$ cat src/srt_pkg.sv
// Shared types and constants for the segment reassembly tracker.
// No dependencies.
package srt_pkg;

    localparam int NUM_CONTEXTS_DEF = 8;
    localparam int MAX_SEGS_DEF     = 16;

    localparam logic [7:0]  HDR_RESET = 8'd18;
    localparam logic [19:0] TOTAL_MAX = 20'hFFFFF;
    localparam logic [4:0]  COUNT_MAX = 5'd31;

    typedef enum logic [2:0] {
        ST_PENDING     = 3'd0,
        ST_WHOLE       = 3'd1,
        ST_REASSEMBLED = 3'd2,
        ST_SHORT       = 3'd3,
        ST_RANGE       = 3'd4,
        ST_FULL        = 3'd5,
        ST_TOO_SHORT   = 3'd6
    } t_status;

    typedef enum logic [2:0] {
        S_IDLE,
        S_CHECK,
        S_SCAN,
        S_UPDATE,
        S_EVAL,
        S_SUM,
        S_FIN,
        S_DONE
    } t_state;

    // command to the shared summing unit
    typedef struct packed {
        logic load;
        logic add;
    } t_sum_cmd;

endpackage

$ cat src/srt_if.sv
// Valid/ready channel interfaces for the segment reassembly tracker.
// No dependencies.
interface srt_in_if;
    logic        valid;
    logic        ready;
    logic [7:0]  sequence_number;
    logic [6:0]  segment_index;
    logic        more_flag;
    logic [15:0] seg_bytes;

    modport source (output valid, sequence_number, segment_index, more_flag,
                    seg_bytes, input ready);
    modport sink (input valid, sequence_number, segment_index, more_flag,
                  seg_bytes, output ready);
endinterface

interface srt_out_if;
    logic        valid;
    logic        ready;
    logic [2:0]  status;
    logic [19:0] total_length;
    logic [7:0]  done_sequence;
    logic [4:0]  segment_count;

    modport source (output valid, status, total_length, done_sequence,
                    segment_count, input ready);
    modport sink (input valid, status, total_length, done_sequence,
                  segment_count, output ready);
endinterface

$ cat src/srt_len_mem.sv
// Segment length store: one write port, one registered read port.
// Depends on nothing.
module srt_len_mem #(
    parameter int DEPTH = 128,
    parameter int AW    = 7
) (
    input  logic          i_clk,
    input  logic          i_we,
    input  logic [AW-1:0] i_waddr,
    input  logic [15:0]   i_wdata,
    input  logic [AW-1:0] i_raddr,
    output logic [15:0]   o_rdata
);
    logic [15:0] r_mem [DEPTH];
    logic [15:0] r_rdata;

    always_ff @(posedge i_clk) begin
        if (i_we) begin
            r_mem[i_waddr] <= i_wdata;
        end
        r_rdata <= r_mem[i_raddr];
    end

    assign o_rdata = r_rdata;
endmodule

$ cat src/srt_sum_unit.sv
// Shared accumulator: strips the header from each non-first segment,
// adds it with saturation and flags segments shorter than the header.
// Depends on srt_pkg.
module srt_sum_unit (
    input  logic              i_clk,
    input  srt_pkg::t_sum_cmd i_cmd,
    input  logic [15:0]       i_len,
    input  logic [7:0]        i_hdr,
    output logic [19:0]       o_total,
    output logic              o_too_short
);
    logic [19:0] r_total;
    logic        r_too_short;
    logic [20:0] sum;
    logic        short_seg;

    assign short_seg = i_len < {8'h00, i_hdr};
    assign sum = {1'b0, r_total} + 21'(i_len - {8'h00, i_hdr});

    always_ff @(posedge i_clk) begin
        if (i_cmd.load) begin
            r_total     <= {4'h0, i_len};
            r_too_short <= 1'b0;
        end else if (i_cmd.add) begin
            if (short_seg) begin
                r_too_short <= 1'b1;
            end else if (sum > {1'b0, srt_pkg::TOTAL_MAX}) begin
                r_total <= srt_pkg::TOTAL_MAX;
            end else begin
                r_total <= sum[19:0];
            end
        end
    end

    assign o_total     = r_total;
    assign o_too_short = r_too_short;
endmodule

$ cat src/segment_reassembly_tracker.sv
// Each item is checked first; short, unsegmented or out-of-range items go
// straight to the result. Others scan the contexts (one compare per cycle)
// for a match, else allocate the lowest free one or report table full, then
// update it; on completion the stored lengths are read and summed (one per
// cycle) in the shared summing unit. A new item is taken only in idle, once
// the previous result has gone to the output register. Synchronous active-low reset
// frees all contexts and sets header_bytes to 18; the length store is not cleared.
module segment_reassembly_tracker #(
    parameter int NUM_CONTEXTS = srt_pkg::NUM_CONTEXTS_DEF,
    parameter int MAX_SEGS     = srt_pkg::MAX_SEGS_DEF
) (
    input  logic       i_clk,
    input  logic       i_rst_n,
    input  logic       i_cfg_we,
    input  logic [7:0] i_cfg_wdata,
    srt_in_if.sink     i_in,
    srt_out_if.source  o_out
);
    localparam int CIW   = (NUM_CONTEXTS > 1) ? $clog2(NUM_CONTEXTS) : 1;
    localparam int SW    = $clog2(MAX_SEGS);
    localparam int CW    = $clog2(MAX_SEGS + 1);
    localparam int DEPTH = NUM_CONTEXTS * MAX_SEGS;
    localparam int AW    = (DEPTH > 1) ? $clog2(DEPTH) : 1;

    srt_pkg::t_state r_state, n_state;

    logic [7:0]  r_hdr;
    logic [7:0]  r_seq;
    logic [6:0]  r_seg;
    logic        r_more;
    logic [15:0] r_len;

    logic [CIW-1:0] r_ci, r_free_idx, r_c;
    logic           r_free_ok;
    logic [CW-1:0]  r_i;
    logic           r_rd_valid, r_rd_first;

    logic                r_active [NUM_CONTEXTS];
    logic [7:0]          r_cseq   [NUM_CONTEXTS];
    logic [MAX_SEGS-1:0] r_bitmap [NUM_CONTEXTS];
    logic [CW-1:0]       r_hpo    [NUM_CONTEXTS];
    logic                r_last   [NUM_CONTEXTS];
    logic [CW-1:0]       r_pcnt   [NUM_CONTEXTS];

    logic [2:0]  r_res_status;
    logic [19:0] r_res_total;
    logic [4:0]  r_res_cnt;

    logic        r_ovalid;
    logic [2:0]  r_o_status;
    logic [19:0] r_o_total;
    logic [7:0]  r_o_seq;
    logic [4:0]  r_o_cnt;

    logic chk_short, chk_whole, chk_range;
    logic hit, free_now, scan_last, complete, out_free;
    logic [SW-1:0] segi;
    logic [CW-1:0] seg_p1;

    srt_pkg::t_sum_cmd sum_cmd;
    logic        mem_we;
    logic [AW-1:0] mem_waddr, mem_raddr;
    logic [15:0] mem_rdata;
    logic [19:0] sum_total;
    logic        sum_too_short;

    assign chk_short = r_len < {8'h00, r_hdr};
    assign chk_whole = !r_more && (r_seg == 7'd0);
    assign chk_range = int'(r_seg) >= MAX_SEGS;
    assign hit       = r_active[r_ci] && (r_cseq[r_ci] == r_seq);
    assign free_now  = !r_active[r_ci];
    assign scan_last = r_ci == CIW'(NUM_CONTEXTS - 1);
    assign complete  = r_last[r_c] && (r_pcnt[r_c] == r_hpo[r_c]);
    assign out_free  = !r_ovalid || o_out.ready;
    assign segi      = r_seg[SW-1:0];
    assign seg_p1    = CW'(r_seg) + CW'(1);

    // next state
    always_comb begin
        n_state = r_state;
        unique case (r_state)
            srt_pkg::S_IDLE: begin
                if (i_in.valid) n_state = srt_pkg::S_CHECK;
            end
            srt_pkg::S_CHECK: begin
                if (chk_short || chk_whole || chk_range) n_state = srt_pkg::S_DONE;
                else n_state = srt_pkg::S_SCAN;
            end
            srt_pkg::S_SCAN: begin
                if (hit || (scan_last && (r_free_ok || free_now))) begin
                    n_state = srt_pkg::S_UPDATE;
                end else if (scan_last) begin
                    n_state = srt_pkg::S_DONE;
                end
            end
            srt_pkg::S_UPDATE: n_state = srt_pkg::S_EVAL;
            srt_pkg::S_EVAL: begin
                n_state = complete ? srt_pkg::S_SUM : srt_pkg::S_DONE;
            end
            srt_pkg::S_SUM: begin
                if (r_i == r_hpo[r_c]) n_state = srt_pkg::S_FIN;
            end
            srt_pkg::S_FIN: n_state = srt_pkg::S_DONE;
            srt_pkg::S_DONE: begin
                if (out_free) n_state = srt_pkg::S_IDLE;
            end
            default: n_state = srt_pkg::S_IDLE;
        endcase
    end

    // control outputs
    always_comb begin
        i_in.ready   = r_state == srt_pkg::S_IDLE;
        mem_we       = (r_state == srt_pkg::S_UPDATE) && !r_bitmap[r_c][segi];
        mem_waddr    = AW'(r_c) * AW'(MAX_SEGS) + AW'(segi);
        mem_raddr    = AW'(r_c) * AW'(MAX_SEGS) + AW'(r_i);
        sum_cmd.load = r_rd_valid && r_rd_first;
        sum_cmd.add  = r_rd_valid && !r_rd_first;
    end

    always_ff @(posedge i_clk) begin
        if (!i_rst_n) begin
            r_state    <= srt_pkg::S_IDLE;
            r_hdr      <= srt_pkg::HDR_RESET;
            r_rd_valid <= 1'b0;
            r_ovalid   <= 1'b0;
            for (int k = 0; k < NUM_CONTEXTS; k++) begin
                r_active[k] <= 1'b0;
                r_cseq[k]   <= '0;
                r_bitmap[k] <= '0;
                r_hpo[k]    <= '0;
                r_last[k]   <= 1'b0;
                r_pcnt[k]   <= '0;
            end
        end else begin
            r_state    <= n_state;
            r_rd_valid <= (r_state == srt_pkg::S_SUM) && (r_i < r_hpo[r_c]);
            r_rd_first <= r_i == '0;
            if (i_cfg_we) r_hdr <= i_cfg_wdata;
            if ((r_state == srt_pkg::S_DONE) && out_free) r_ovalid <= 1'b1;
            else if (o_out.ready) r_ovalid <= 1'b0;

            case (r_state)
                srt_pkg::S_IDLE: begin
                    if (i_in.valid) begin
                        r_seq  <= i_in.sequence_number;
                        r_seg  <= i_in.segment_index;
                        r_more <= i_in.more_flag;
                        r_len  <= i_in.seg_bytes;
                    end
                end
                srt_pkg::S_CHECK: begin
                    r_ci         <= '0;
                    r_free_ok    <= 1'b0;
                    if (chk_short) begin
                        r_res_status <= srt_pkg::ST_SHORT;
                        r_res_total  <= '0;
                        r_res_cnt    <= '0;
                    end else if (chk_whole) begin
                        r_res_status <= srt_pkg::ST_WHOLE;
                        r_res_total  <= {4'h0, r_len};
                        r_res_cnt    <= 5'd1;
                    end else begin
                        r_res_status <= srt_pkg::ST_RANGE;
                        r_res_total  <= '0;
                        r_res_cnt    <= '0;
                    end
                end
                srt_pkg::S_SCAN: begin
                    if (hit) begin
                        r_c <= r_ci;
                    end else if (scan_last) begin
                        if (r_free_ok || free_now) begin
                            // allocate lowest free context
                            r_c <= r_free_ok ? r_free_idx : r_ci;
                            r_active[r_free_ok ? r_free_idx : r_ci] <= 1'b1;
                            r_cseq[r_free_ok ? r_free_idx : r_ci]   <= r_seq;
                            r_bitmap[r_free_ok ? r_free_idx : r_ci] <= '0;
                            r_hpo[r_free_ok ? r_free_idx : r_ci]    <= '0;
                            r_last[r_free_ok ? r_free_idx : r_ci]   <= 1'b0;
                            r_pcnt[r_free_ok ? r_free_idx : r_ci]   <= '0;
                        end else begin
                            r_res_status <= srt_pkg::ST_FULL;
                        end
                    end else begin
                        if (free_now && !r_free_ok) begin
                            r_free_ok  <= 1'b1;
                            r_free_idx <= r_ci;
                        end
                        r_ci <= r_ci + CIW'(1);
                    end
                end
                srt_pkg::S_UPDATE: begin
                    if (!r_bitmap[r_c][segi]) begin
                        r_bitmap[r_c][segi] <= 1'b1;
                        r_pcnt[r_c]         <= r_pcnt[r_c] + CW'(1);
                        if (seg_p1 > r_hpo[r_c]) r_hpo[r_c] <= seg_p1;
                    end
                    if (!r_more) r_last[r_c] <= 1'b1;
                end
                srt_pkg::S_EVAL: begin
                    r_i          <= '0;
                    r_res_status <= srt_pkg::ST_PENDING;
                end
                srt_pkg::S_SUM: begin
                    if (r_i < r_hpo[r_c]) r_i <= r_i + CW'(1);
                end
                srt_pkg::S_FIN: begin
                    if (sum_too_short) begin
                        r_res_status <= srt_pkg::ST_TOO_SHORT;
                    end else begin
                        r_res_status <= srt_pkg::ST_REASSEMBLED;
                        r_res_total  <= sum_total;
                        r_res_cnt    <= (int'(r_hpo[r_c]) > 31) ? srt_pkg::COUNT_MAX
                                                             : 5'(r_hpo[r_c]);
                    end
                    r_active[r_c] <= 1'b0;
                    r_cseq[r_c]   <= '0;
                    r_bitmap[r_c] <= '0;
                    r_hpo[r_c]    <= '0;
                    r_last[r_c]   <= 1'b0;
                    r_pcnt[r_c]   <= '0;
                end
                srt_pkg::S_DONE: begin
                    if (out_free) begin
                        r_o_status <= r_res_status;
                        r_o_total  <= r_res_total;
                        r_o_seq    <= r_seq;
                        r_o_cnt    <= r_res_cnt;
                    end
                end
                default: ;
            endcase
        end
    end

    srt_len_mem #(
        .DEPTH (DEPTH),
        .AW    (AW)
    ) u_len_mem (
        .i_clk   (i_clk),
        .i_we    (mem_we),
        .i_waddr (mem_waddr),
        .i_wdata (r_len),
        .i_raddr (mem_raddr),
        .o_rdata (mem_rdata)
    );

    srt_sum_unit u_sum (
        .i_clk       (i_clk),
        .i_cmd       (sum_cmd),
        .i_len       (mem_rdata),
        .i_hdr       (r_hdr),
        .o_total     (sum_total),
        .o_too_short (sum_too_short)
    );

    assign o_out.valid         = r_ovalid;
    assign o_out.status        = r_o_status;
    assign o_out.total_length  = r_o_total;
    assign o_out.done_sequence = r_o_seq;
    assign o_out.segment_count = r_o_cnt;
endmodule

$ cat src/flat_wrapper.sv
// flat-port wrapper written by rule: the top's interface ports become plain ports
module segment_reassembly_tracker_flat 
#(
    parameter int NUM_CONTEXTS = srt_pkg::NUM_CONTEXTS_DEF,
    parameter int MAX_SEGS     = srt_pkg::MAX_SEGS_DEF
)
  (i_clk, i_rst_n, i_cfg_we, i_cfg_wdata, i_in_valid, i_in_sequence_number, i_in_segment_index, i_in_more_flag, i_in_seg_bytes, i_in_ready, o_out_valid, o_out_status, o_out_total_length, o_out_done_sequence, o_out_segment_count, o_out_ready);
  srt_in_if i_in_i ();
  srt_out_if o_out_i ();
  input  logic i_clk;
  input  logic i_rst_n;
  input  logic i_cfg_we;
  input  logic [7:0] i_cfg_wdata;
  input wire logic [$bits(i_in_i.valid)-1:0] i_in_valid;
  input wire logic [$bits(i_in_i.sequence_number)-1:0] i_in_sequence_number;
  input wire logic [$bits(i_in_i.segment_index)-1:0] i_in_segment_index;
  input wire logic [$bits(i_in_i.more_flag)-1:0] i_in_more_flag;
  input wire logic [$bits(i_in_i.seg_bytes)-1:0] i_in_seg_bytes;
  output wire logic [$bits(i_in_i.ready)-1:0] i_in_ready;
  output wire logic [$bits(o_out_i.valid)-1:0] o_out_valid;
  output wire logic [$bits(o_out_i.status)-1:0] o_out_status;
  output wire logic [$bits(o_out_i.total_length)-1:0] o_out_total_length;
  output wire logic [$bits(o_out_i.done_sequence)-1:0] o_out_done_sequence;
  output wire logic [$bits(o_out_i.segment_count)-1:0] o_out_segment_count;
  input wire logic [$bits(o_out_i.ready)-1:0] o_out_ready;
  assign i_in_i.valid = i_in_valid;
  assign i_in_i.sequence_number = i_in_sequence_number;
  assign i_in_i.segment_index = i_in_segment_index;
  assign i_in_i.more_flag = i_in_more_flag;
  assign i_in_i.seg_bytes = i_in_seg_bytes;
  assign i_in_ready = i_in_i.ready;
  assign o_out_valid = o_out_i.valid;
  assign o_out_status = o_out_i.status;
  assign o_out_total_length = o_out_i.total_length;
  assign o_out_done_sequence = o_out_i.done_sequence;
  assign o_out_segment_count = o_out_i.segment_count;
  assign o_out_i.ready = o_out_ready;
  segment_reassembly_tracker #(.NUM_CONTEXTS(NUM_CONTEXTS), .MAX_SEGS(MAX_SEGS)) u_core (.i_clk(i_clk), .i_rst_n(i_rst_n), .i_cfg_we(i_cfg_we), .i_cfg_wdata(i_cfg_wdata), .i_in(i_in_i), .o_out(o_out_i));
endmodule
$ cat config.mk
export PLATFORM = sky130hd
export DESIGN_NAME = segment_reassembly_tracker_flat
export DESIGN_NICKNAME = d
export VERILOG_FILES = /design/src/srt_pkg.sv /design/src/srt_if.sv /design/src/srt_len_mem.sv /design/src/srt_sum_unit.sv /design/src/segment_reassembly_tracker.sv /design/src/flat_wrapper.sv
export SDC_FILE = /design/constraint.sdc
export NUM_CORES = 2
export LEC_CHECK = 0
export BUFFER_PORTS_ARGS = -buffer_cell sky130_fd_sc_hd__buf_2
export CORE_MARGIN = 4
export CORE_UTILIZATION = 30
export DETAILED_ROUTE_END_ITERATION = 16
export PLACE_DENSITY_LB_ADDON = 0.25
export SLEW_MARGIN = 15
export SYNTH_ARGS = -nofsm -noshare
export SYNTH_HDL_FRONTEND = slang
export SYNTH_SLANG_ARGS = --single-unit
$ cat constraint.sdc
create_clock -name i_clk -period 4.4 [get_ports i_clk]
set_input_delay 0.44 -clock i_clk [delete_from_list [all_inputs] [get_ports i_clk]]
set_output_delay 0.44 -clock i_clk [all_outputs]
set_load 0.01 [all_outputs]
# After elaboration in Yosys (flattened, before gate mapping)
# Memories as Yosys holds them, arrays and structs flattened. A register that Yosys moved wholly into a read port is not among the register bits.
# Index checks and enable logic that the tools add are counted.
[classes] addsub=8 n_mul=0 n_div=0 order_cmp=8 eq_ne=23 n_shift=0 muxes=133 bitwise_logic=22 n_reduce_logical=58
[ops] cell="$mux W16" count=8
[ops] cell="$mux W3" count=36
[ops] cell="$mux W1" count=65
[ops] cell="$mux W20" count=3
[ops] cell="$mux W5" count=9
[ops] cell="$pmux W20 S2" count=1
[ops] cell="$lt A16 B8 Y1" count=2
[ops] cell="$reduce_or A16 Y1" count=2
[ops] cell="$pmux W3 S8" count=1
[ops] cell="$add A20 B21 Y21" count=1
[ops] cell="$gt A21 B20 Y1 const B" count=1
[ops] cell="$pmux W5 S2" count=2
[ops] cell="$reduce_or A5 Y1" count=4
[ops] cell="$or A1 B1 Y1" count=19
[ops] cell="$sub A16 B8 Y17" count=1
[ops] cell="$mux W8" count=2
[ops] cell="$reduce_or A8 Y1" count=2
[ops] cell="$add A5 B1 Y5 const B" count=3
[ops] cell="$eq A3 B3 Y1 const B" count=5
[ops] cell="$reduce_and A5 Y1" count=3
[ops] cell="$reduce_bool A2 Y1" count=7
[ops] cell="$ne A2 B2 Y1 const B" count=6
[ops] cell="$pmux W3 S4" count=1
[ops] cell="$reduce_and A3 Y1" count=4
[ops] cell="other kinds (30)" count=64
[word_totals] ff_bits=146 latchBits=0 mem_bits_rw=2336 mem_bits_ro=0 word_cells=283 mem_count=7
[memory_table] name="u_core.u_len_mem.r_mem" depth=128 word_bits=16 read_ports=1 rd_ports_with_merged_regs=1 wr=1 line_no="srt_len_mem.sv:14" text="logic [15:0] r_mem [DEPTH];"
[memory_table] name="u_core.r_bitmap" depth=8 word_bits=16 read_ports=1 rd_ports_with_merged_regs=1 wr=8 line_no="segment_reassembly_tracker.sv:40" text="logic [MAX_SEGS-1:0] r_bitmap [NUM_CONTEXTS];"
[memory_table] name="u_core.r_cseq" depth=8 word_bits=8 read_ports=1 rd_ports_with_merged_regs=1 wr=8 line_no="segment_reassembly_tracker.sv:39" text="logic [7:0] r_cseq [NUM_CONTEXTS];"
[memory_table] name="u_core.r_hpo" depth=8 word_bits=5 read_ports=1 rd_ports_with_merged_regs=1 wr=8 line_no="segment_reassembly_tracker.sv:41" text="logic [CW-1:0] r_hpo [NUM_CONTEXTS];"
[memory_table] name="u_core.r_pcnt" depth=8 word_bits=5 read_ports=1 rd_ports_with_merged_regs=1 wr=8 line_no="segment_reassembly_tracker.sv:43" text="logic [CW-1:0] r_pcnt [NUM_CONTEXTS];"
[memory_table] name="u_core.r_active" depth=8 word_bits=1 read_ports=1 rd_ports_with_merged_regs=1 wr=8 line_no="segment_reassembly_tracker.sv:38" text="logic r_active [NUM_CONTEXTS];"
[memory_table] name="+1 memories"

# Depth between registers and ports, before layout
[logic_depth] word_depth=11 mapped_depth=19 ltp_nobuf=19

# By module
# A second synthesis with hierarchy kept.
[unflattened] hier_cells=4956 hier_area_um2=101213.3
[by_module_without_submodules] mod="srt_len_mem" instances=1 cells_per_inst=3086 area_each_um2=78522.8
[by_module_without_submodules] mod="segment_reassembly_tracker" instances=1 cells_per_inst=1579 area_each_um2=20238.2
[by_module_without_submodules] mod="srt_sum_unit" instances=1 cells_per_inst=291 area_each_um2=2452.4

# Worst setup path before layout
# No wires, ideal clock.
[synth_timing] path_type="reg2reg" start="register with a tool-made name" end="memory u_core.u_len_mem.r_mem[125][0] (enable)" setup_time_ns=0.431 arrival_ns=4.044 slack_ns=-0.074 stages_incl_launch_ff=11 n_path_buf=4 synth_period_minus_slack_ns=4.474 path_cell_list="dfxtp_1 -> buf_6 -> buf_6 -> mux4_2 -> a22oi_2 -> nand4_4 -> o31ai_1 -> nand3_1 -> clkbuf_1 -> clkbuf_1 -> nor4_1"
[synth_lines] item="to (decl)" line_no="srt_len_mem.sv:14"

# Worst setup path in the final report
[layout_timing] start="register u_core.r_hdr[1]" end="register u_core.u_sum.r_total[18] (netlist: u_core.u_sum.o_total[18])"
[layout_via] elab_chain_len=4 word_cells_on_any_way=7 cone_classes="add/sub: 2; order compare: 2; mux: 1; bitwise: 1; reduce/logical: 1"
[layout_lines] item="from (decl)" line_no="segment_reassembly_tracker.sv:27" text="logic [7:0] r_hdr;"
[layout_lines] item="from (signal assigned)" line_no="segment_reassembly_tracker.sv:124" text="r_hdr <= srt_pkg::HDR_RESET;"
[layout_lines] item="from (signal assigned)" line_no="segment_reassembly_tracker.sv:139" text="if (i_cfg_we) r_hdr <= i_cfg_wdata;"
[layout_lines] item="$sub A16 B8 Y17" line_no="srt_sum_unit.sv:18" text="assign sum = {1'b0, r_total} + 21'(i_len - {8'h00, i_hdr});"
[layout_lines] item="$add A20 B21 Y21" line_no="srt_sum_unit.sv:18"
[layout_lines] item="$gt A21 B20 Y1" line_no="srt_sum_unit.sv:27" text="end else if (sum > {1'b0, srt_pkg::TOTAL_MAX}) begin"
[layout_lines] item="$mux W20" line_no="srt_sum_unit.sv:27"
[layout_lines] item="to (signal assigned)" line_no="srt_sum_unit.sv:22" text="r_total <= {4'h0, i_len};"
[layout_lines] item="to (signal assigned)" line_no="srt_sum_unit.sv:28" text="r_total <= srt_pkg::TOTAL_MAX;"
[layout_lines] item="to (signal assigned)" line_no="srt_sum_unit.sv:30" text="r_total <= sum[19:0];"
[layout_lines] item="to (decl)" line_no="srt_sum_unit.sv:12" text="logic [19:0] r_total;"
# Parallel ways exist; a longest one is shown, timed or not.
# A chain may end at the register's enable or synchronous reset.

==> metrics.txt <==
# TYPE chip_impl_metric gauge
chip_impl_info{name="status",value="complete, no violations"} 1
chip_impl_metric{name="rr_worst_depth",unit=""} 20
chip_impl_metric{name="drt_wl_total",unit="mm"} 282.1
chip_impl_metric{name="r2r_setup_slack",unit="ps"} 240
chip_impl_info{name="yosys-top-cells-count",value="sky130_fd_sc_hd__edfxtp_1, sky130_fd_sc_hd__mux4_2, sky130_fd_sc_hd__nor2_1"} 1
chip_impl_info{name="synth_ff_type",value="sky130_fd_sc_hd__edfxtp_1"} 1
chip_impl_info{name="cts_tree",value="yes"} 1
chip_impl_metric{name="critPathBufInv",unit=""} 3
chip_impl_info{name="synth_top_cell_by_area",value="sky130_fd_sc_hd__edfxtp_1"} 1
chip_impl_metric{name="detail-route-antenna-nets",unit=""} 0
chip_impl_metric{name="fin_crit",unit="ps"} 4157
chip_impl_metric{name="grt_overflow_total",unit=""} 0
chip_impl_metric{name="power.leakage",unit="nW"} 37.85
chip_impl_metric{name="floorplan.die.height",unit="um"} 588.8
chip_impl_metric{name="via_per_inst",unit=""} 5.076
chip_impl_metric{name="overall_track_demand_over_capacity_in_global_routing",unit="%"} 15.91
chip_impl_metric{name="cts-buffers-inserted",unit=""} 281
chip_impl_metric{name="buffer_ports.inserted",unit=""} 82
chip_impl_metric{name="critical_path_depth",unit=""} 20
chip_impl_metric{name="top_level_ports",unit=""} 83
chip_impl_metric{name="globalplace.congestion",unit=""} 0.8230
chip_impl_metric{name="number_of_distinct_library_cell_variants_in_the_gate_level_netlist_after_synthesis",unit=""} 88
chip_impl_metric{name="final_nets",unit=""} 5596
chip_impl_metric{name="yosys_reg_bits",unit=""} 2504
chip_impl_metric{name="route.vias.total",unit=""} 51840
chip_impl_info{name="critical_path.reg2reg.endpoint",value="u_core.u_sum.o_total[18]$_SDFFE_PP0P_"} 1
chip_impl_metric{name="cts_buffer_depth",unit=""} 4
chip_impl_info{name="timing.setup.critical_path_class",value="flip-flop to flip-flop"} 1
chip_impl_metric{name="synth-edff-count",unit=""} 2448
chip_impl_info{name="critical_path.top_delay_family",value="compound AO/OA/AOI/OAI gates"} 1
chip_impl_metric{name="worst_slew_pin_slew",unit="ps"} 1099
chip_impl_metric{name="yosysTopAreaCellShare",unit="%"} 72.64
chip_impl_metric{name="drv_cap",unit=""} 0
chip_impl_info{name="startpoint_type",value="flip-flop"} 1
chip_impl_metric{name="worst-endpoint-required",unit="ps"} 5110
chip_impl_info{name="r2r-start",value="u_core.r_hdr[1]$_SDFFE_PN1P_"} 1
chip_impl_metric{name="fin_crit_sh",unit="%"} 94.47
chip_impl_metric{name="drcViolationCount",unit=""} 0
chip_impl_metric{name="dr.pass1.iters",unit=""} 6
chip_impl_metric{name="core_area",unit="um^2"} 336300
chip_impl_metric{name="synthesis.yosys.warnings",unit=""} 0
chip_impl_info{name="startpoint_of_the_worst_setup_timing_path",value="u_core.r_hdr[1]$_SDFFE_PN1P_"} 1
chip_impl_metric{name="die_area",unit="um^2"} 346700
chip_impl_metric{name="timing.critical_path.slowest_cell_delay",unit="ps"} 520
chip_impl_metric{name="synthArstFlopShare",unit="%"} 0
chip_impl_metric{name="vdd_drop_max",unit="V"} 0.0003178
chip_impl_metric{name="syn-cell-area",unit="um^2"} 101200
chip_impl_metric{name="finClkSkew",unit="ps"} 51.43
chip_impl_metric{name="power_density_over_the_cells",unit="nW/um^2"} 494.7
chip_impl_metric{name="average_size_of_a_mapped_cell",unit="um^2"} 20.34
chip_impl_info{name="crit_chain",value="inv_1, ha_1, nor2b_1, o21a_1, o21ai_0, buf_4, a21oi_1, o21a_1, nor2_1, xnor2_1, ha_1, or4_1, o21ai_0, a21o_1, o31ai_2, o21ai_2, o31ai_1, buf_4, or3_1, o211a_1"} 1
chip_impl_info{name="post-synth-top-count-cell",value="sky130_fd_sc_hd__edfxtp_1"} 1
chip_impl_metric{name="max_freq",unit="MHz"} 240.6
chip_impl_metric{name="rows",unit=""} 213
chip_impl_metric{name="worst_slack_placed",unit="ps"} -33.96
chip_impl_metric{name="number_of_instances_in_the_synthesized_netlist",unit=""} 4976
chip_impl_metric{name="routedWlPerCell",unit="um"} 27.62
chip_impl_metric{name="timing.max_slew.rel_slack",unit="%"} 26.76
chip_impl_metric{name="grt_max_degree",unit=""} 130
chip_impl_info{name="synthTopCellsByArea",value="sky130_fd_sc_hd__edfxtp_1, sky130_fd_sc_hd__mux4_2, sky130_fd_sc_hd__nor2_1"} 1
chip_impl_metric{name="synth_seq_area_share",unit="%"} 73.75
chip_impl_metric{name="drv_slew",unit=""} 0
chip_impl_metric{name="finalHoldViolations",unit=""} 0
chip_impl_metric{name="tritoncts_num_sinks",unit=""} 2504
chip_impl_metric{name="initial_utilization",unit="%"} 30.09
chip_impl_info{name="cp-end-kind",value="flip-flop"} 1
chip_impl_metric{name="first_iter_violations",unit=""} 5372
chip_impl_info{name="cts_root_buf",value="sky130_fd_sc_hd__clkbuf_16"} 1
chip_impl_metric{name="chipWidth",unit="um"} 588.8
chip_impl_metric{name="worst_skew_pair.late_latency",unit="ps"} 850
chip_impl_metric{name="design_power_total",unit="mW"} 59.53
chip_impl_metric{name="grt_pass1_vias",unit=""} 52370
chip_impl_metric{name="areaGrowthSynthToFinish",unit="%"} 18.91
chip_impl_info{name="rsz_0062_raised_after_global_routing",value="false"} 1
chip_impl_metric{name="totalNegativeSetupSlack",unit="ps"} 0
chip_impl_metric{name="worstPathMaxFanout",unit=""} 5
chip_impl_metric{name="cp.arrival",unit="ps"} 4860
chip_impl_metric{name="synth_nets",unit=""} 5082
chip_impl_metric{name="setup_ws",unit="ps"} 243.1
chip_impl_metric{name="post-dp-hpwl",unit="mm"} 174.8
chip_impl_info{name="hold_path.class",value="input pin to flip-flop"} 1
chip_impl_info{name="crit_end",value="u_core.u_sum.o_total[18]$_SDFFE_PP0P_"} 1
chip_impl_metric{name="grt_first_pass_wirelength",unit="mm"} 400.9
chip_impl_info{name="slowest_stage",value="sky130_fd_sc_hd__or4_1"} 1
chip_impl_metric{name="antenna_found_initial",unit=""} 30
chip_impl_metric{name="htreeDepth",unit=""} 5
chip_impl_metric{name="post-cts-setup-buffer-count",unit=""} 0
chip_impl_metric{name="report.final.setup_viol",unit=""} 0
chip_impl_metric{name="layout_cell_share_with_drive_strength_beyond_1",unit="%"} 31.85
chip_impl_metric{name="cts.clk_slew.worst_paths",unit="ps"} 60
chip_impl_metric{name="postLayoutCoreUtil",unit="%"} 35.78
==> timing repair <==
item | 4_1_cts | 5_1_grt
hold buffers | 43 | 0
pin swaps | 0 | 1
setup endpoints to repair | 17 | 25
endpoints found under the hold margin | 42 | 0
resized for setup | 1 | 7
==> layer usage <==
metal	track usage, %	vias up	wire (um)
li1	-	21650	-
met1	23.11	28070	126000
met2	24.89	1700	131500
met3	2.594	412	16920
met4	4.176	2	7583
met5	0	-	13
==> metrics by stage <==
stage / hold slack [ps] / cell area, um^2 / instances
after floorplan: 400.3 / 101200 / 4976
after global placement: 407.3 / 111200 / 9679
after detailed placement: 404.5 / 111200 / 9679
after CTS: 32.29 / 120300 / 10210
after global routing: 84.94 / 120300 / 10210
final: 112.8 / 120300 / 10210
==> sequential cells by signal (all words and copies together) (netlist names), 7 cells and up, named ones only <==
name	count
u_core.u_len_mem.o_rdata	16
u_core.u_sum.o_total	20
u_core.r_seg	7
u_core.r_last	8
u_core.r_seq	8
u_core.r_cseq	64
u_core.r_hdr	8
u_core.r_res_total	20
u_core.o_out.total_length	20
u_core.r_bitmap	128
u_core.r_hpo	40
u_core.o_out.done_sequence	8
u_core.r_active	8
u_core.r_len	16
u_core.u_len_mem.r_mem	2048
u_core.r_pcnt	40
==> power by group <==
| group | switching [mW] | total [mW] | internal (mW) |
|---|---|---|---|
| clock | 9.29 | 22.4 | 13.1 |
| sequential | 0.374 | 27.5 | 27.1 |
| combinational | 5.78 | 9.67 | 3.90 |
| total | 15.4 | 59.5 | 44.1 |
==> worst min path at each step <==
| stage | startpoint | end | slack, ps | depth (start not counted) |
|---|---|---|---|---|
| 4_1_cts | i_cfg_we | u_core.r_hdr[7]$_SDFFE_PN0P_ | 30 | 3 |
| 3_5_place_dp | u_core.r_res_total[0]$_DFFE_PP_ | u_core.o_out.total_length[0]$_DFFE_PP_ | 400 | 0 |
| 2_1_floorplan | u_core.r_res_cnt[0]$_DFFE_PP_ | u_core.o_out.segment_count[0]$_DFFE_PP_ | 400 | 0 |
| 5_1_grt | i_cfg_we | u_core.r_hdr[3]$_SDFFE_PN0P_ | 80 | 3 |
| 6_report | i_cfg_we | u_core.r_hdr[7]$_SDFFE_PN0P_ | 110 | 3 |
| 3_3_place_gp | u_core.r_res_total[0]$_DFFE_PP_ | u_core.o_out.total_length[0]$_DFFE_PP_ | 410 | 0 |
==> worst register-to-register path, cell delays in order, from the launching register on <==
cell and delay [ps]:
sky130_fd_sc_hd__dfxtp_1 340, sky130_fd_sc_hd__inv_1 60, sky130_fd_sc_hd__ha_1 260, sky130_fd_sc_hd__nor2b_1 130
sky130_fd_sc_hd__o21a_1 170, sky130_fd_sc_hd__o21ai_0 180, sky130_fd_sc_hd__buf_4 170, sky130_fd_sc_hd__a21oi_1 80
sky130_fd_sc_hd__o21a_1 200, sky130_fd_sc_hd__nor2_1 130, sky130_fd_sc_hd__xnor2_1 100, sky130_fd_sc_hd__ha_1 220
sky130_fd_sc_hd__or4_1 520, sky130_fd_sc_hd__o21ai_0 120, sky130_fd_sc_hd__a21o_1 160, sky130_fd_sc_hd__o31ai_2 90
sky130_fd_sc_hd__o21ai_2 260, sky130_fd_sc_hd__o31ai_1 150, sky130_fd_sc_hd__buf_4 170, sky130_fd_sc_hd__or3_1 340
sky130_fd_sc_hd__o211a_1 210
==> cell usage in the layout, fill, tap and decap left out, types with 58 or more instances in the layout <==
master	n
sky130_fd_sc_hd__clkbuf_16	290
sky130_fd_sc_hd__a21oi_1	122
sky130_fd_sc_hd__ha_1	58
sky130_fd_sc_hd__mux2i_1	73
sky130_fd_sc_hd__mux4_2	725
sky130_fd_sc_hd__edfxtp_1	2448
sky130_fd_sc_hd__buf_12	113
sky130_fd_sc_hd__nand2_1	101
sky130_fd_sc_hd__nor2_1	347
sky130_fd_sc_hd__buf_2	81
sky130_fd_sc_hd__clkbuf_1	67
sky130_fd_sc_hd__clkinv_1	60
sky130_fd_sc_hd__nor3_2	113
sky130_fd_sc_hd__buf_4	300
==> kinds of logic (layout without fill, tap and decap cells) <==
family                   after synthesis  after routing  share of synthesized area, %
buffers and inverters                346           1063                         1.422
other                                  0              5                             0
AND/OR/NAND/NOR                      845            845                         4.003
XOR/XNOR                              50             50                        0.4327
AO/OA/AOI/OAI                        347            347                         2.479
adder cells (fa/ha/maj)               61             61                        0.7690
multiplexers                         823            823                         17.15
flip-flops                          2504           2504                         73.75
==> area by class of cell <==
cell class	instances	area, um^2
Antenna cell	5	12.51
Clock buffer	358	7522
Clock inverter	128	1140
Fill cell	31080	216000
Inverter	40	150.1
Multi-Input combinational cell	2126	25880
Sequential cell	2504	74640
Tap cell	4515	5649
Timing Repair Buffer	537	5350
No activity file was read; power rests on OpenSTA's default activity.
